<file path="config.mk">
export PLATFORM = sky130hd
export DESIGN_NAME = dks_ram
export DESIGN_NICKNAME = d
export VERILOG_FILES = /design/src/rtl/dedup_append_key_store_defines.svh /design/src/rtl/dks_ram.sv
export SDC_FILE = /design/constraint.sdc
export NUM_CORES = 1
export LEC_CHECK = 0
export ABC_AREA = 1
export BUFFER_PORTS_ARGS = -buffer_cell sky130_fd_sc_hd__buf_4
export CAP_MARGIN = 10
export CORE_MARGIN = 2
export CORE_UTILIZATION = 60
export CTS_CLUSTER_DIAMETER = 200
export CTS_CLUSTER_SIZE = 16
export DETAILED_ROUTE_END_ITERATION = 10
export PLACE_DENSITY = 0.78
export SYNTH_ARGS = -nofsm -noshare
export SYNTH_HDL_FRONTEND = slang
export SYNTH_SLANG_ARGS = --single-unit
export TNS_END_PERCENT = 1
</file>
<file path="constraint.sdc">
create_clock -name clk -period 1.3 [get_ports clk]
set_input_delay 0.065 -clock clk [delete_from_list [all_inputs] [get_ports clk]]
set_output_delay 0.065 -clock clk [all_outputs]
set_load 0.02 [all_outputs]
</file>
<file path="src/rtl/dedup_append_key_store_defines.svh">
// assertion macros for the dedup append key store
// no dependencies; included by files that carry concurrent assertions
`ifndef DEDUP_APPEND_KEY_STORE_DEFINES_SVH
`define DEDUP_APPEND_KEY_STORE_DEFINES_SVH
`ifndef SYNTHESIS
`define DKS_ASSERT_IMP(label, clk, rst, ante, cons) \
  label: assert property (@(posedge clk) disable iff (rst) (ante) |-> (cons)) \
    else $error("assertion failed");
`define DKS_ASSERT_NXT(label, clk, rst, ante, cons) \
  label: assert property (@(posedge clk) disable iff (rst) (ante) |=> (cons)) \
    else $error("assertion failed");
`else
`define DKS_ASSERT_IMP(label, clk, rst, ante, cons)
`define DKS_ASSERT_NXT(label, clk, rst, ante, cons)
`endif
`endif

</file>
<file path="src/rtl/dks_ram.sv">
// generic single write port, single read port ram with registered read
// no dependencies
module dks_ram #(
  parameter int WIDTH = 8,
  parameter int DEPTH = 16
) (
  input  logic                                           clk,
  input  logic                                           wr_en,
  input  logic [((DEPTH > 1) ? $clog2(DEPTH) : 1)-1:0]   wr_addr,
  input  logic [WIDTH-1:0]                               wr_data,
  input  logic                                           rd_en,
  input  logic [((DEPTH > 1) ? $clog2(DEPTH) : 1)-1:0]   rd_addr,
  output logic [WIDTH-1:0]                               rd_data
);
  logic [WIDTH-1:0] mem [DEPTH];

  always_ff @(posedge clk) begin
    if (wr_en) begin
      mem[wr_addr] <= wr_data;
    end
    if (rd_en) begin
      rd_data <= mem[rd_addr];
    end
  end
endmodule

</file>
==> results.sh, run 1 <==
export IMPL_cts_root_buf="clkbuf_8"
export IMPL_coreArea_um2=9590
export IMPL_cts_setup_buffers=0
export IMPL_synth_cells=551
export IMPL_power_density_nw_per_um2=1480
export IMPL_syn_area_um2=5850
export IMPL_grt_overflow=0
export IMPL_syn_area_per_cell_um2=10.6
export IMPL_h_tree_depth=4
export IMPL_maxCapViolCount=0
export IMPL_rsz0062_at_grt="no"
export IMPL_num_io_pins=27
export IMPL_hold_violations=0
export IMPL_crit_required_ns=1.56
export IMPL_cp_end_kind="register"
export IMPL_antenna_found_initial=0
export IMPL_drt_iter0_drc=495
export IMPL_dp_hpwl_um=7580
export IMPL_ys_top_cells_by_count="nand2_1, edfxtp_1, inv_1, nand3_1, nor2_1"
export IMPL_antennaDiodeCount=0
export IMPL_setup_viol=0
export IMPL_path_class="reg2reg"
export IMPL_drive_above_1_share_pct=12.8
export IMPL_synth_top_cell_area_share_pct=69.8
export IMPL_fin_crit_ns=1.21
export IMPL_critPathMaxStageDelay_ns=0.37
export IMPL_yosys_cell_count_top_type="nand2_1"
export IMPL_rows=36
export IMPL_start_util_pct=60.9
export IMPL_status="complete, no violations"
export IMPL_yosysWarnings=0
export IMPL_layoutNonFillerInstCount=750
export IMPL_tns_ns=0
export IMPL_cts_buffers=17
export IMPL_drtAntennaViolNets=0
export IMPL_synthesis_nets=570
export IMPL_hold_class="in2reg"
export IMPL_area_growth_pct=18.4
export IMPL_cp_common_cell="nand3_1"
export IMPL_ys_flop_type="edfxtp_1"
export IMPL_wl_per_cell_um=17.4
export IMPL_irDropWorstVdd_v=0.000897
export IMPL_synth_area_leaders="edfxtp_1, nand2_1, nand3_1, inv_1, buf_6"
export IMPL_drt_pass1_iterations=5
export IMPL_finClkSkew_ns=0.00764
export IMPL_dieArea_um2=10600
export IMPL_grt_util_all_layers_pct=27.1
export IMPL_wl_um=13100
export IMPL_tightest_slew_ns=0.592
export IMPL_async_reset_ff_share_pct=0
export IMPL_drc_errors=0
export IMPL_gp_congestion=0.817
export IMPL_viasPerCell=5.38
export IMPL_layout_nets=623
export IMPL_vias=4034
export IMPL_clock_sinks=136
export IMPL_grt_pass1_vias=3965
export IMPL_drv_slew=0
export IMPL_total_power_mw=10.3
export IMPL_fmax_mhz=823
export IMPL_finalCritPeriodShare_pct=93.4
export IMPL_nFillCells=652
export IMPL_synth_edff_count=136
export IMPL_clockBufferDepth=2
export IMPL_io_buffers=26
export IMPL_path_cells="inv_1, nand2_1, nand3_1, nand3_1, nand3_1, nand2_1"
export IMPL_yosys_area_top_type="edfxtp_1"
export IMPL_slowest_stage="edfxtp_1"
export IMPL_clock_latency_ns=0.51
export IMPL_yosysSeqAreaShare_pct=69.8
export IMPL_grt_pass1_wl_um=20700
export IMPL_cts_tree="done"
export IMPL_synth_cell_types=11
export IMPL_cp_arrival_ns=1.47
export IMPL_ys_seq_elements=136
export IMPL_crit_fanout=1
export IMPL_clk_pin_slew_ns=0.06
export IMPL_power_leakage_nw=3.00
export IMPL_die_y_um=103
export IMPL_critPathLaunchType="register"
export IMPL_relSlewSlack_pct=60.5
export IMPL_grt_max_degree=65
export IMPL_place_inst=708
export IMPL_dieWidth_um=103
worst max-delay path: cells and delay by family (launching register included):
| kind | cells | cell delay [ns] |
|---|---|---|
| and+or+nand+nor | 5 | 0.53 |
| DFF | 1 | 0.37 |
| buffers and inverters | 1 | 0.06 |
power by group:
group          total [mW]  leakage (nW)  internal, mW  switching, mW
registers            4.97          1.24          4.94         0.0290
clock network        4.63         0.275          2.89           1.73
logic               0.676          1.49         0.228          0.447
cells in the final DEF (no fill, tap or decap), types with 2 or more instances in the layout:
| master | n |
|---|---|
| edfxtp_1 | 136 |
| nor2_1 | 17 |
| buf_4 | 45 |
| nand2_1 | 173 |
| nand3_1 | 97 |
| inv_1 | 100 |
| buf_12 | 3 |
| clkinv_4 | 2 |
| inv_2 | 2 |
| bufinv_16 | 3 |
| nand3b_1 | 2 |
| dlygate4sd3_1 | 10 |
| clkinv_1 | 2 |
| clkinv_2 | 4 |
| clkbuf_16 | 16 |
| clkinvlp_4 | 3 |
state kept, by name, indices dropped and copies added, names as in the netlist:
register  count
mem         128
rd_data       8
metal layers:
layer | share of wire, % | GRT usage (%) | routed length, µm | vias up
met1 | 41 | 37.7 | 5330 | 1878
met3 | 9.1 | 6.03 | 1190 | 32
met4 | 2.4 | 11.7 | 313 | 0
met5 | 0 | 0 | 0 | -
met2 | 48 | 41.7 | 6250 | 241
li1 | - | - | - | 1883
cell families (layout without fill, tap and decap cells):
logic type,after synthesis,in the layout,synth area share [%]
buffers and inverters,126,192,9.39
flip-flops,136,136,69.8
AND/OR/NAND/NOR,289,289,20.8
area by class of cell:
class | count | area, µm² | area share [%]
Sequential cell | 136 | 4080 | 59.0
Multi-Input combinational cell | 289 | 1210 | 17.5
Timing Repair Buffer | 58 | 498 | 7.20
Clock buffer | 18 | 418 | 6.04
Inverter | 102 | 383 | 5.53
Tap cell | 133 | 166 | 2.40
Clock inverter | 14 | 158 | 2.28
metrics by stage:
stage          setup slack (ns)  cell area [µm²]  util [%]  hold slack, ns
6_report                 0.0855             6920      72.1           0.172
5_1_grt                  0.0204             6920      72.1           0.212
4_1_cts                  0.0776             6920      72.1           0.160
3_5_place_dp             0.0376             6240      65.1           0.378
3_3_place_gp             0.0453             6240      65.1           0.368
2_1_floorplan             0.284             5850         -           0.164
repair_timing:
action | CTS | global route
hold buffers | 10 | 0
endpoints found under the hold margin | 140 | 0
resized for setup | 0 | 0
worst paths after layout:
kind                                 from         end  slack, ns  cells past startpoint
worst max-delay path            mem[9][0]  rd_data[0]       0.09                      6
worst min-delay path                wr_en   mem[2][1]       0.17                      4
worst max register to register  mem[9][0]  rd_data[0]       0.09                      6
worst min register to register  mem[6][2]  rd_data[2]       0.75                      6
(Power assumes the default switching activity.)
==> inputs of run 2 (changes only) <==
--- a/config.mk
+++ b/config.mk
@@ -10,6 +10,7 @@
 export CAP_MARGIN = 10
 export CORE_MARGIN = 2
 export CORE_UTILIZATION = 60
+export CTS_BUF_LIST = sky130_fd_sc_hd__clkbuf_4 sky130_fd_sc_hd__clkbuf_8
 export CTS_CLUSTER_DIAMETER = 200
 export CTS_CLUSTER_SIZE = 16
 export DETAILED_ROUTE_END_ITERATION = 10
==> run 2 against run 1 <==
Compared with the run above:
- clock skew is 0.0027 ns higher
- register-to-register slack hardly changed
- count of clock-buffer cells in the layout stayed put
- combinational power is 0.7% lower
- worst setup slack better by 0.014 ns
- critical endpoint unchanged
- largest cell class unchanged
- maximum frequency is 1.2% higher
- routed wire length is 0.68% lower
- core utilization is 1.9 points lower
- die area stayed put
==> results.sh, run 2 (synthesis gave the netlist of run 1 again) <==
export IMPL_status="complete, no violations"
export IMPL_fin_area_um2=6730
export IMPL_grt_pass1_vias=3860
export IMPL_start_util_pct=60.9
export IMPL_coreArea_um2=9590
export IMPL_reg2reg_from="mem[9][0]"
export IMPL_rsz0062_at_grt="no"
export IMPL_largest_reg_flops=128
export IMPL_final_util_pct=70.2
export IMPL_io_buffers=26
export IMPL_tightest_slew_ns=0.579
export IMPL_maxCapViolCount=0
export IMPL_nFillCells=683
export IMPL_power_leakage_nw=2.92
export IMPL_fin_crit_ns=1.20
export IMPL_clock_sinks=136
export IMPL_largest_register="mem"
export IMPL_gp_congestion=0.817
export IMPL_drc_errors=0
export IMPL_h_tree_depth=4
export IMPL_grt_util_all_layers_pct=26.7
export IMPL_grt_max_degree=65
export IMPL_crit_required_ns=1.48
export IMPL_min_delay_start="rd_addr[3]"
export IMPL_setup_viol=0
export IMPL_path_cells="inv_1, nand2_1, nand3_1, nand3_1, nand3_1, nand2_1"
export IMPL_cts_root_buf="clkbuf_8"
export IMPL_cts_setup_buffers=0
export IMPL_total_power_mw=9.11
export IMPL_rows=36
export IMPL_hold_class="in2reg"
export IMPL_drive_above_1_share_pct=13.0
export IMPL_tns_ns=0
export IMPL_drt_pass1_iterations=5
export IMPL_grt_pass1_wl_um=20400
export IMPL_place_ws_ns=0.0376
export IMPL_cp_arrival_ns=1.38
export IMPL_cp_common_cell="nand3_1"
export IMPL_wl_per_cell_um=17.3
export IMPL_irDropWorstVdd_v=0.000835
export IMPL_cp_endpoint="rd_data[0]"
export IMPL_drt_iter0_drc=399
export IMPL_drv_slew=0
export IMPL_relSlewSlack_pct=61.3
export IMPL_drtAntennaViolNets=0
export IMPL_clk_pin_slew_ns=0.08
export IMPL_clock_latency_ns=0.43
export IMPL_layout_commonest_cell="nand2_1"
export IMPL_area_growth_pct=15.2
export IMPL_hold_violations=0
export IMPL_finalCritPeriodShare_pct=92.3
export IMPL_crit_path_start="mem[9][0]"
export IMPL_cp_end_kind="register"
export IMPL_crit_fanout=1
export IMPL_layoutNonFillerInstCount=749
export IMPL_viasPerCell=5.27
export IMPL_top_regs="mem: 128 flops, rd_data: 8 flops"
export IMPL_place_inst=708
export IMPL_fin_ws_ns=0.0998
export IMPL_multi_input_area_um2=1210
export IMPL_critPathMaxStageDelay_ns=0.38
export IMPL_path_class="reg2reg"
export IMPL_layout_nets=622
export IMPL_r2r_slack_ns=0.1
export IMPL_power_density_nw_per_um2=1350
export IMPL_ff_latch_area_um2=4080
export IMPL_dieWidth_um=103
export IMPL_r2r_end="rd_data[0]"
export IMPL_fmax_mhz=833
export IMPL_critPathLaunchType="register"
export IMPL_cts_buffers=17
export IMPL_r2r_cells=6
export IMPL_dp_hpwl_um=7580
export IMPL_clockBufferDepth=2
export IMPL_holdWs_ns=0.0627
export IMPL_placement_cell_area_um2=6240
export IMPL_slowest_stage="edfxtp_1"
export IMPL_finClkSkew_ns=0.0103
export IMPL_final_cell_mix="nand2_1, edfxtp_1, inv_1, nand3_1, buf_4"
export IMPL_antenna_found_initial=0
export IMPL_die_y_um=103
export IMPL_antennaDiodeCount=0
export IMPL_vias=3945
export IMPL_cts_tree="done"
export IMPL_grt_overflow=0
export IMPL_num_io_pins=27
export IMPL_dieArea_um2=10600
export IMPL_wl_um=13000
==> run 2: layout make-up <==
class | instances | area share, %
Timing Repair Buffer | 57 | 7.25
Clock inverter | 14 | 2.34
Inverter | 102 | 5.69
Multi-Input combinational cell | 289 | 18.0
Clock buffer | 18 | 3.59
Sequential cell | 136 | 60.6
Tap cell | 133 | 2.47
==> run 2: critical path: cells and delay by family, from the launching register on <==
family                 cells  cell delay, ns
AND/OR/NAND/NOR            5            0.51
flip-flops                 1            0.38
buffers and inverters      1            0.06
==> run 2: metal layers <==
| metal | vias to the layer above | GRT usage, % | wire length (µm) |
|---|---|---|---|
| met5 | - | 0 | 0 |
| met4 | 0 | 9.85 | 267 |
| met3 | 23 | 6.10 | 1060 |
| met2 | 202 | 41.5 | 6170 |
| met1 | 1838 | 37.2 | 5500 |
| li1 | 1882 | - | - |
==> run 2: worst min-delay path by stage <==
stage	endpoint	slack, ns	cells past startpoint
finish	rd_data[2]	0.06	3
global route	rd_data[2]	0.04	3
CTS	rd_data[2]	0.04	3
detailed placement	rd_data[1]	0.38	1
global placement	rd_data[7]	0.37	1
floorplan	mem[0][0]	0.16	0
==> run 2: repair_timing <==
action                                  4_1_cts  5_1_grt
hold endpoints to repair                    133        0
gates resized for setup                       0        0
hold buffers                                  9        0
endpoints found under the setup margin        0        0
==> run 2: power breakdown <==
group / internal, mW / total [mW] / switching, mW / leakage, nW
sequential: 4.93 / 4.96 / 0.0288 / 1.24
clock: 1.89 / 3.47 / 1.58 / 0.197
combinational: 0.226 / 0.671 / 0.445 / 1.48
