===== config.mk =====
export PLATFORM = sky130hd
export DESIGN_NAME = dks_ctrl
export DESIGN_NICKNAME = d
export VERILOG_FILES = /design/src/rtl/dedup_append_key_store_defines.svh /design/src/rtl/dks_pkg.sv /design/src/rtl/dks_ctrl.sv
export SDC_FILE = /design/constraint.sdc
export NUM_CORES = 1
export LEC_CHECK = 0
export BUFFER_PORTS_ARGS = -buffer_cell sky130_fd_sc_hd__buf_2
export CORE_ASPECT_RATIO = 0.75
export CORE_MARGIN = 2
export CORE_UTILIZATION = 45
export CTS_CLUSTER_DIAMETER = 60
export CTS_CLUSTER_SIZE = 24
export DETAILED_ROUTE_END_ITERATION = 10
export PLACE_DENSITY = 0.75
export SYNTH_ARGS = -nofsm -noshare
export SYNTH_HDL_FRONTEND = slang
export SYNTH_SLANG_ARGS = --single-unit

===== constraint.sdc =====
create_clock -name clk -period 7.75 [get_ports clk]
set_input_delay 0.775 -clock clk [delete_from_list [all_inputs] [get_ports clk]]
set_output_delay 0.775 -clock clk [all_outputs]
set_load 0.05 [all_outputs]

===== src/rtl/dedup_append_key_store_defines.svh =====
// assertion macros for the dedup append key store
// no dependencies; included by files that carry concurrent assertions
`ifndef DEDUP_APPEND_KEY_STORE_DEFINES_SVH
`define DEDUP_APPEND_KEY_STORE_DEFINES_SVH
`ifndef SYNTHESIS
`define DKS_ASSERT_IMP(label, clk, rst, ante, cons) \
  label: assert property (@(posedge clk) disable iff (rst) (ante) |-> (cons)) \
    else $error("assertion failed");
`define DKS_ASSERT_NXT(label, clk, rst, ante, cons) \
  label: assert property (@(posedge clk) disable iff (rst) (ante) |=> (cons)) \
    else $error("assertion failed");
`else
`define DKS_ASSERT_IMP(label, clk, rst, ante, cons)
`define DKS_ASSERT_NXT(label, clk, rst, ante, cons)
`endif
`endif


===== src/rtl/dks_pkg.sv =====
// shared constants, status codes and types of the dedup append key store
// no dependencies
package dks_pkg;
  localparam int KEY_SLOTS = 79;
  localparam int CNT_W     = 7;
  localparam int KEY_W     = 64;
  localparam int IDX_W     = 8;
  localparam int ADDR_W    = (KEY_SLOTS > 1) ? $clog2(KEY_SLOTS) : 1;

  localparam logic [CNT_W-1:0] SLOTS_CNT = CNT_W'(KEY_SLOTS);
  localparam logic [IDX_W-1:0] SLOTS_IDX = IDX_W'(KEY_SLOTS);

  // item modes
  localparam logic MODE_ADD  = 1'b0;
  localparam logic MODE_READ = 1'b1;

  typedef logic [1:0] status_t;
  localparam status_t ST_OK    = 2'd0;
  localparam status_t ST_FULL  = 2'd1;
  localparam status_t ST_DUP   = 2'd2;
  localparam status_t ST_RANGE = 2'd3;

  // key memory request from the sequencer
  typedef struct packed {
    logic              wr_en;
    logic [ADDR_W-1:0] wr_addr;
    logic [KEY_W-1:0]  wr_data;
    logic              rd_en;
    logic [ADDR_W-1:0] rd_addr;
  } dks_mem_req_t;

  // finished result handed to the output register
  typedef struct packed {
    logic             fin;
    status_t          status;
    logic [KEY_W-1:0] key;
    logic [CNT_W-1:0] count;
  } dks_res_t;
endpackage


===== src/rtl/dks_ctrl.sv =====
// sequencer: holds the key count, runs the duplicate scan and slot reads
// depends on dks_pkg; drives the key memory request
module dks_ctrl (
  input  logic                      clk,
  input  logic                      rst,
  input  logic                      in_valid,
  input  logic                      mode,
  input  logic [dks_pkg::IDX_W-1:0] key_index,
  input  logic [dks_pkg::KEY_W-1:0] key_data,
  output logic                      busy,
  output dks_pkg::dks_mem_req_t     mem_req,
  input  logic [dks_pkg::KEY_W-1:0] rd_data,
  input  logic                      out_free,
  output dks_pkg::dks_res_t         res
);
  import dks_pkg::*;

  localparam logic [1:0] S_IDLE = 2'd0;
  localparam logic [1:0] S_SCAN = 2'd1;
  localparam logic [1:0] S_RDW  = 2'd2;
  localparam logic [1:0] S_FIN  = 2'd3;

  logic [1:0]       state, state_next;
  logic [CNT_W-1:0] count, count_next;
  logic [CNT_W-1:0] ptr, ptr_next;
  logic             cmp_vld, cmp_vld_next;
  logic             cmp_last, cmp_last_next;
  logic [KEY_W-1:0] key, key_next;
  status_t          res_status, res_status_next;
  logic [KEY_W-1:0] res_key, res_key_next;
  logic [IDX_W-1:0] idx_m1;

  assign idx_m1 = key_index - IDX_W'(1);

  always_comb begin
    state_next      = state;
    count_next      = count;
    ptr_next        = ptr;
    cmp_vld_next    = 1'b0;
    cmp_last_next   = 1'b0;
    key_next        = key;
    res_status_next = res_status;
    res_key_next    = res_key;
    mem_req         = '0;
    case (state)
      S_IDLE: begin
        if (in_valid) begin
          if (mode == MODE_READ) begin
            if (key_index == '0 || key_index > SLOTS_IDX) begin
              res_status_next = ST_RANGE;
              res_key_next    = '0;
              state_next      = S_FIN;
            end else if ({1'b0, count} >= key_index) begin
              mem_req.rd_en   = 1'b1;
              mem_req.rd_addr = idx_m1[ADDR_W-1:0];
              state_next      = S_RDW;
            end else begin
              // slot never written since reset
              res_status_next = ST_OK;
              res_key_next    = '0;
              state_next      = S_FIN;
            end
          end else begin
            key_next     = key_data;
            res_key_next = '0;
            if (count == SLOTS_CNT) begin
              res_status_next = ST_FULL;
              state_next      = S_FIN;
            end else if (count == '0) begin
              mem_req.wr_en   = 1'b1;
              mem_req.wr_addr = '0;
              mem_req.wr_data = key_data;
              count_next      = CNT_W'(1);
              res_status_next = ST_OK;
              state_next      = S_FIN;
            end else begin
              ptr_next   = '0;
              state_next = S_SCAN;
            end
          end
        end
      end
      S_SCAN: begin
        if (cmp_vld && rd_data == key) begin
          res_status_next = ST_DUP;
          state_next      = S_FIN;
        end else if (cmp_vld && cmp_last) begin
          // no match in slots 1..count: append
          mem_req.wr_en   = 1'b1;
          mem_req.wr_addr = count[ADDR_W-1:0];
          mem_req.wr_data = key;
          count_next      = count + CNT_W'(1);
          res_status_next = ST_OK;
          state_next      = S_FIN;
        end else if (ptr < count) begin
          mem_req.rd_en   = 1'b1;
          mem_req.rd_addr = ptr[ADDR_W-1:0];
          cmp_vld_next    = 1'b1;
          cmp_last_next   = (ptr == count - CNT_W'(1));
          ptr_next        = ptr + CNT_W'(1);
        end
      end
      S_RDW: begin
        res_status_next = ST_OK;
        res_key_next    = rd_data;
        state_next      = S_FIN;
      end
      S_FIN: begin
        if (out_free) begin
          state_next = S_IDLE;
        end
      end
      default: begin
        state_next = S_IDLE;
      end
    endcase
  end

  always_ff @(posedge clk) begin
    if (rst) begin
      state    <= S_IDLE;
      count    <= '0;
      cmp_vld  <= 1'b0;
      cmp_last <= 1'b0;
    end else begin
      state    <= state_next;
      count    <= count_next;
      cmp_vld  <= cmp_vld_next;
      cmp_last <= cmp_last_next;
    end
    ptr        <= ptr_next;
    key        <= key_next;
    res_status <= res_status_next;
    res_key    <= res_key_next;
  end

  assign busy       = (state != S_IDLE);
  assign res.fin    = (state == S_FIN);
  assign res.status = res_status;
  assign res.key    = res_key;
  assign res.count  = count;
endmodule


==> results of run 1 <==
[final timing paths]
check | start | to | slack [ns]
worst min-delay path | key_data[49] | key[49]$_DFFE_PP_ | 0.55
worst max-delay path | rd_data[8] | mem_req[25] | 3.20
worst min register to register | state[1]$_SDFFE_PP0P_ | state[1]$_SDFFE_PP0P_ | 0.61
worst max register to register | state[0]$_SDFFE_PP0P_ | count[6]$_SDFFE_PP0P_ | 3.71
[registers in the layout, indices dropped and copies added (netlist names)]
signal      flops
count           7
state           2
res_key        64
ptr             7
key            64
cmp_vld         1
res_status      2
cmp_last        1
[through the flow]
stage	util [%]	instances	power, mW
after floorplan	-	623	2.24
after global placement	55.3	1102	2.58
after detailed placement	55.3	1102	2.59
after CTS	58.7	1133	3.40
after global routing	58.7	1134	3.52
final	58.7	1134	3.38
[cell families (layout without fill, tap and decap cells)]
group,Yosys count,after routing,synth area share (%)
simple gates,203,203,15.2
flops,148,148,56.7
compound gates,120,120,12.7
xor+xnor,66,66,7.57
buf+inv,62,357,3.83
fa+ha+maj,23,23,3.77
mux,1,1,0.131
other cells,0,1,0
[power groups by stage]
stage,Clock (mW),Sequential [mW],Combinational [mW]
floorplan,0,1.70,0.540
global placement,0,1.22,1.36
detailed placement,0,1.23,1.36
CTS,0.822,1.21,1.37
global route,0.858,1.23,1.44
finish,0.809,1.21,1.36
[area by class of cell]
cell class                      count  area (um2)
Multi-Input combinational cell    413        3040
Clock inverter                     14         146
Tap cell                          215         269
Fill cell                        1432        6900
Clock buffer                       17         425
Timing Repair Buffer              298        1500
Antenna cell                        1        2.50
Sequential cell                   148        4330
Inverter                           28         105
[routing by layer]
layer / part of all wire (%) / GRT usage [%] / wire, um / vias up
met2: 48 / 40.8 / 10700 / 247
met4: 2.0 / 7.10 / 453 / 0
met3: 7.2 / 6.55 / 1610 / 32
met5: 0 / 0 / 0 / -
li1: - / - / - / 2887
met1: 43 / 32.8 / 9710 / 2992
[worst reg2reg max path: cells and delay by family (launching register included)]
kind / cells / cell delay (ns)
and+or+nand+nor: 3 / 1.23
AOI/OAI and AO/OA: 3 / 1.22
buffers and inverters: 2 / 0.83
adders and majority gates: 1 / 0.39
DFF: 1 / 0.33
[cells in the final DEF (no fill, tap or decap), drive strengths merged, types with 3 or more instances in the layout]
cell,instances
nor2b,16
nor3,11
xor2,17
a2111oi,5
xnor2,49
nand4,11
nand2b,10
a22o,64
o22ai,5
o21ai,8
dfxtp,11
o21a,3
and2,71
ha,23
inv,34
nor4,8
o2111ai,3
and3,6
clkinvlp,4
nand3,17
a211o,3
clkinv,3
nor2,24
a21oi,7
buf,298
o2bb2ai,7
a31oi,3
nand2,19
clkbuf,17
edfxtp,137
==> run_results.csv, run 1 <==
group,metric,value,unit
outcome,status,"finished clean",
sta,max_freq,220,MHz
global_route,grt-ovfl-total,0,
flow_run,maxCapViolCount,0,
setup_path,crit_fanout,72,
route,wirelength,22500,um
floorplanning,die_w,154,um
floorplanning,die-height,117,um
clocking,clock-sinks,148,
logic_synthesis,yosysUniqueCellTypes,50,
setup_path,path_depth,9,
route,drt_iter0_drc,425,
clocking,root_buffer,"clkbuf_16",
placement,place_congestion,0.866,
route,vias,6158,
clocking,htreeDepth,4,
sta,hold_violations,0,
global_route,antenna_found_initial,1,
global_route,grt_max_degree,73,
logic_synthesis,syn_nets,787,
global_route,grtUsageTotal,24.8,%
pwr,p_int,1.89,mW
logic_synthesis,synth_top_area_cell,"edfxtp_1",
clocking,cts_made_buffers,17,
logic_synthesis,netlist.area_leader.share,53.8,%
sta,relSlewSlack,19.8,%
route,first_pass_iters,5,
sta,rsz0062_at_grt,"no",
floorplanning,initial_core_util,45.7,%
logic_synthesis,synth_commonest_cells,"edfxtp_1 (137), and2_1 (71), a22o_1 (64), xnor2_1 (49), inv_1 (27)",
finish,design_area,9820,um2
clocking,cts_tree,"built",
sta,setup-violations-final,0,
pwr,irDropWorstVdd,0.000177,V
logic_synthesis,syn_area_per_cell,12.3,um2
clocking,clock_path_buffers,2,
floorplanning,core_area,16700,um2
setup_path,startpoint_type,"input port",
global_route,grt_pass1_vias,5847,
placement,hpwl,16800,um
clocking,hold_buffers,0,
pwr,power_frac_comb,40.3,%
setup_path,crit_path_end_kind,"output pin",
route,viasPerCell,5.43,
logic_synthesis,synth-seq-cells,148,
logic_synthesis,synth-edff-count,137,
finish,syn2layout_area_growth,28.6,%
logic_synthesis,yosysWarningCount,0,
setup_path,critPathBufInv,2,
pwr,sw_frac_of_total,44.1,%
finish,nNetsFinal,1070,
route,drcViolationCount,0,
clocking,post_cts_resized,0,
sta,finalCriticalPeriod,4.55,ns
hold_path,hold_class,"input port to flop",
setup_path,path_common_cell,"buf_2",
logic_synthesis,synth_area,7640,um2
setup_path,cp_data_arrival_time,3.78,ns
pwr,p_seq_share,35.8,%
placement,dp_slack,3.20,ns
setup_path,criticalPathCategory,"input port to output pin",
logic_synthesis,synthTopCellsByArea,"edfxtp_1 (54%), a22o_1 (7.3%), and2_1 (5.8%)",
setup_path,crit_family,"simple AND/OR/NAND/NOR gates",
placement,place.port_buffers,295,
floorplanning,rows,41,
sta,fin_crit_sh,58.7,%
sta,slew_viol_final,0,
sta,skew,0.00903,ns
sta,fin_ws,3.20,ns
floorplanning,io_pins,296,
sta,whs,0.546,ns
route,wl_per_cell,19.8,um
clocking,cts_setup_buffers,0,
hold_path,min_path_cells,1,
pwr,pwr-share-clk,23.9,%
sta,fin_tns_setup,0,ns
sta,worst_pin_slew,1.19,ns
global_route,grt_pass1_wl,33600,um
logic_synthesis,synth-main-ff-cell,"edfxtp_1",
route,ant_nets,0,
clocking,clkLatencyLatePin,0.42,ns
clocking,path_clk_slew,0.07,ns
pwr,p_per_area,345,nW/um2
setup_path,ff2ff_path_depth,9,
setup_path,critical_path_required,6.97,ns
floorplanning,die-area,18000,um2
logic_synthesis,synthCells,623,
pwr,switchingPower,1.49,mW
setup_path,cpMaxStageDelayCell,"nor4_1",
logic_synthesis,async_flop_share,0,%
finish,final_layout_size_suffix_gt1_share,37.1,%
setup_path,critPathMaxStageDelay,0.59,ns
placement,placed_cell_area,9250,um2
logic_synthesis,ys_seq_area_share,56.7,%
logic_synthesis,yosys.cell_count.top_type,"edfxtp_1",
pwr,power_leakage,4.24,nW
setup_path,cp_cell_sequence,"buf_2, xor2_1, nor4_1, nand4_1, nor4_4, nand2_2, and4_4, a22o_1, buf_2",
Power figures use the tool's default switching activity.
==> run 2: changes to the inputs <==
PLACE_DENSITY = 0.78   (was 0.75)
clock period = 3.87 ns   (was 7.75 ns; I/O delays follow)
==> run_results.csv, run 2 (synthesized netlist as in run 1, its figures left out) <==
group,metric,value,unit
hold_path,worstHoldStart,"key_data[17]",
sta,max_freq,272,MHz
setup_path,rrSetupSlack,1.02,ns
floorplanning,die-height,117,um
global_route,met1_usage,31.6,%
route,drcViolationCount,0,
setup_path,startpoint_type,"flop",
sta,worst_pin_slew,0.904,ns
flow_run,maxCapViolCount,0,
placement,placed_cell_area,9330,um2
finish,syn2layout_area_growth,29.8,%
setup_path,crit_path_end_kind,"output pin",
route,ant_nets,0,
clocking,root_buffer,"clkbuf_16",
sta,setup-violations-final,0,
route,first_pass_iters,5,
global_route,antenna_found_initial,2,
clocking,cts_made_buffers,17,
sta,skew,0.0122,ns
setup_path,criticalPathCategory,"flop to output pin",
setup_path,ff2ff_path_depth,9,
placement,place.port_buffers,295,
setup_path,cp_data_arrival_time,3.29,ns
pwr,irDropWorstVdd,0.000360,V
floorplanning,io_pins,296,
global_route,grt_use_met2,41.7,%
finish,nNetsFinal,1078,
setup_path,timing.rr.end,"ptr[1]$_SDFFCE_PN0P_",
clocking,clock-sinks,148,
setup_path,reg2reg_from,"count[1]$_SDFFE_PP0P_",
sta,slew_viol_final,0,
placement,hpwl,16500,um
floorplanning,die_w,154,um
route,vias,6189,
floorplanning,die-area,18000,um2
clocking,clkLatencyLatePin,0.42,ns
pwr,p_per_area,688,nW/um2
clocking,cts_setup_buffers,0,
route,wirelength,22200,um
placement,place_congestion,0.865,
finish,multi_input_area,3040,um2
floorplanning,initial_core_util,45.7,%
finish,final_layout_size_suffix_gt1_share,37.5,%
outcome,status,"finished clean",
sta,hold_violations,0,
global_route,grt-ovfl-total,0,
pwr,power_leakage,4.29,nW
finish,reg_top3,"key (64), res_key (64)",
setup_path,critical_path_required,3.48,ns
finish,final_common_cell,"buf_2",
clocking,post_cts_resized,0,
hold_path,min_to,"key[17]$_DFFE_PP_",
global_route,grt_pass1_vias,5924,
finish,design_area,9920,um2
clocking,clock_path_buffers,2,
sta,fin_crit_sh,95.0,%
finish,seqCellArea,4330,um2
clocking,path_clk_slew,0.07,ns
setup_path,crit_fanout,72,
global_route,grt_max_degree,73,
route,wl_per_cell,19.5,um
global_route,use_met3,6.15,%
floorplanning,core_area,16700,um2
sta,finalCriticalPeriod,3.68,ns
sta,relSlewSlack,39.7,%
route,viasPerCell,5.42,
hold_path,min_path_cells,1,
clocking,hold_buffers,0,
hold_path,hold_class,"input port to flop",
finish,postLayoutCoreUtil,59.3,%
route,drt_iter0_drc,444,
global_route,grt_pass1_wl,33500,um
global_route,grt.busiest_layer,"met2",
finish,final_cell_mix,"buf_2 (295), edfxtp_1 (137), and2_1 (71), a22o_1 (64), xnor2_1 (49)",
finish,fillCellCount,1426,
floorplanning,rows,41,
global_route,grtUsageTotal,24.6,%
clocking,cts_tree,"built",
clocking,htreeDepth,4,
## run 2: changes by cell type in the layout (fill, tap and decap cells not counted)
cell / change
inv_8: -1
buf_12: +2
bufinv_16: +1
inv_6: -2
buf_4: +6
clkinv_1: +2
## run 2: how the worst max path moves through the flow
stage	startpoint	to	depth (start not counted)
3_5_place_dp	rd_data[33]	mem_req[79]	9
2_1_floorplan	count[0]$_SDFFE_PP0P_	mem_req[1]	10
3_3_place_gp	rd_data[8]	mem_req[55]	10
4_1_cts	key[0]$_DFFE_PP_	mem_req[79]	9
5_1_grt	key[45]$_DFFE_PP_	mem_req[55]	9
6_report	key[18]$_DFFE_PP_	mem_req[55]	9
## run 2: layer usage
| metal | up-vias | part of all wire, % | routed length [um] |
|---|---|---|---|
| li1 | 2900 | - | - |
| met1 | 2989 | 42 | 9320 |
| met2 | 276 | 49 | 10900 |
| met3 | 24 | 7.4 | 1650 |
| met4 | 0 | 1.5 | 340 |
| met5 | - | 0 | 0 |
## run 2: report_power, final
part	total (mW)	internal, mW	switching [mW]
sequential	2.41	2.26	0.152
combinational	2.77	0.657	2.12
clock	1.64	0.955	0.688
## run 2: cell type report
class                   count  share of cell area [%]
diodes                      1                  0.0252
clock buffers              17                    4.29
clock inverters            14                    1.56
inverters                  28                    1.06
multi-input cells         413                    30.7
flip-flops and latches    148                    43.7
well taps                 215                    2.71
repair buffers            306                    16.0
## run 2: metrics by stage
stage	power [mW]	hold WS [ns]	worst slack, ns	TNS [ns]	std cells
after CTS	6.85	0.139	0.112	0	1140
after global routing	7.09	0.136	-0.00153	-0.00153	1142
after detailed placement	5.21	0.580	0.516	0	1109
after global placement	5.17	0.578	0.486	0	1109
after floorplan	4.46	0.486	0.527	0	623
final	6.83	0.158	0.194	0	1142
## run 2: worst max-delay path, cell delays in order, from the launching register on
cell      delay, ns
edfxtp_1       0.40
xnor2_1        0.17
nand2_1        0.09
nor4_1         0.52
buf_4          0.20
and4_1         0.33
nand2_2        0.08
and4_4         0.44
a22o_1         0.38
buf_2          0.22
==> run 3: changes to the inputs <==
PLACE_DENSITY = 0.75   (was 0.78)
SETUP_SLACK_MARGIN = 0.15   (was default)
clock period = 4.7 ns   (was 3.87 ns; I/O delays follow)
==> run_results.csv, run 3 (synthesized netlist as in run 1, its figures left out) <==
group,metric,value,unit
outcome,status,"finished clean",
sta,fin_tns_setup,0,ns
setup_path,startpoint_type,"flop",
route,wl_per_cell,19.8,um
sta,hold_violations,0,
global_route,grt_max_degree,73,
sta,relSlewSlack,20.8,%
clocking,clock_path_buffers,2,
hold_path,hold_class,"input port to flop",
clocking,cts_tree,"built",
sta,slew_viol_final,0,
sta,whs,0.235,ns
global_route,antenna_found_initial,1,
clocking,root_buffer,"clkbuf_16",
route,drcViolationCount,0,
placement,place_congestion,0.890,
finish,postLayoutCoreUtil,58.9,%
sta,rsz0062_at_grt,"no",
clocking,htreeDepth,4,
setup_path,cp_data_arrival_time,3.90,ns
flow_run,maxCapViolCount,0,
route,wirelength,22600,um
floorplanning,die-height,117,um
pwr,irDropWorstVdd,0.000388,V
floorplanning,io_pins,296,
placement,hpwl,16700,um
finish,reg_top3,"key (64), res_key (64)",
pwr,finalPower,5.57,mW
setup_path,criticalPathCategory,"flop to output pin",
clocking,cts_setup_buffers,0,
finish,final_layout_size_suffix_gt1_share,37.5,%
sta,finalCriticalPeriod,4.37,ns
floorplanning,core_area,16700,um2
sta,fin_crit_sh,93.0,%
global_route,grt_pass1_wl,33000,um
sta,worst_pin_slew,1.18,ns
route,vias,6230,
sta,skew,0.0100,ns
clocking,hold_buffers,0,
setup_path,critical_path_required,4.23,ns
finish,nNetsFinal,1074,
finish,fillCellCount,1403,
route,viasPerCell,5.47,
clocking,clock-sinks,148,
route,drt_iter0_drc,474,
pwr,p_per_area,565,nW/um2
clocking,post_cts_resized,0,
finish,final_cell_mix,"buf_2 (295), edfxtp_1 (137), and2_1 (71), a22o_1 (64), xnor2_1 (49)",
sta,fin_ws,0.327,ns
setup_path,crit_path_end_kind,"output pin",
pwr,power_leakage,4.26,nW
floorplanning,die_w,154,um
floorplanning,die-area,18000,um2
global_route,grtUsageTotal,24.6,%
clocking,clkLatencyLatePin,0.42,ns
clocking,cts_made_buffers,17,
sta,max_freq,229,MHz
route,ant_nets,0,
placement,place.port_buffers,295,
global_route,grt_pass1_vias,5789,
finish,syn2layout_area_growth,29.0,%
floorplanning,initial_core_util,45.7,%
setup_path,crit_fanout,72,
placement,dp_slack,0.731,ns
sta,setup-violations-final,0,
floorplanning,rows,41,
clocking,path_clk_slew,0.07,ns
route,first_pass_iters,7,
global_route,grt-ovfl-total,0,
finish,final_common_cell,"buf_2",
-- run 3: critical path, stage by stage, from the launching register on --
cell,delay [ns]
edfxtp_1,0.43
nor2b_1,0.17
a2111oi_0,0.81
nand4_1,0.28
nor4_4,0.40
nand2_2,0.24
and4_4,0.50
or2_2,0.41
buf_2,0.21
-- run 3: per-layer routing --
layer	part of all wire [%]	track usage, %
met2	48	40.6
met1	43	32.1
met3	8.1	7.00
met4	1.4	7.90
met5	0	0
-- run 3: final cells by class --
cell class              count  area (um2)  area share [%]
flip-flops and latches    148        4330            44.0
multi-input cells         413        3040            30.8
repair buffers            302        1530            15.5
clock buffers              17         425            4.32
well taps                 215         269            2.73
clock inverters            15         153            1.55
inverters                  28         105            1.07
diodes                      1        2.50          0.0254
-- run 3: worst paths after layout --
check / startpoint / to / slack [ns] / depth (start not counted)
setup / recovery: key[45]$_DFFE_PP_ / mem_req[79] / 0.33 / 8
setup reg to reg: count[0]$_SDFFE_PP0P_ / res_key[8]$_SDFFCE_PN0P_ / 1.47 / 10
hold / removal: key_data[23] / key[23]$_DFFE_PP_ / 0.23 / 1
hold reg to reg: state[1]$_SDFFE_PP0P_ / state[1]$_SDFFE_PP0P_ / 0.59 / 2
-- run 3: power breakdown --
part | total (mW) | internal, mW | switching (mW)
Sequential | 2.00 | 1.86 | 0.135
Clock | 1.33 | 0.743 | 0.590
Combinational | 2.25 | 0.519 | 1.73
-- run 3: per-stage QoR --
step / area, um2 / std cells
CTS: 9860 / 1138
global route: 9860 / 1139
floorplan: 7640 / 623
detailed placement: 9280 / 1106
global placement: 9280 / 1106
finish: 9860 / 1139
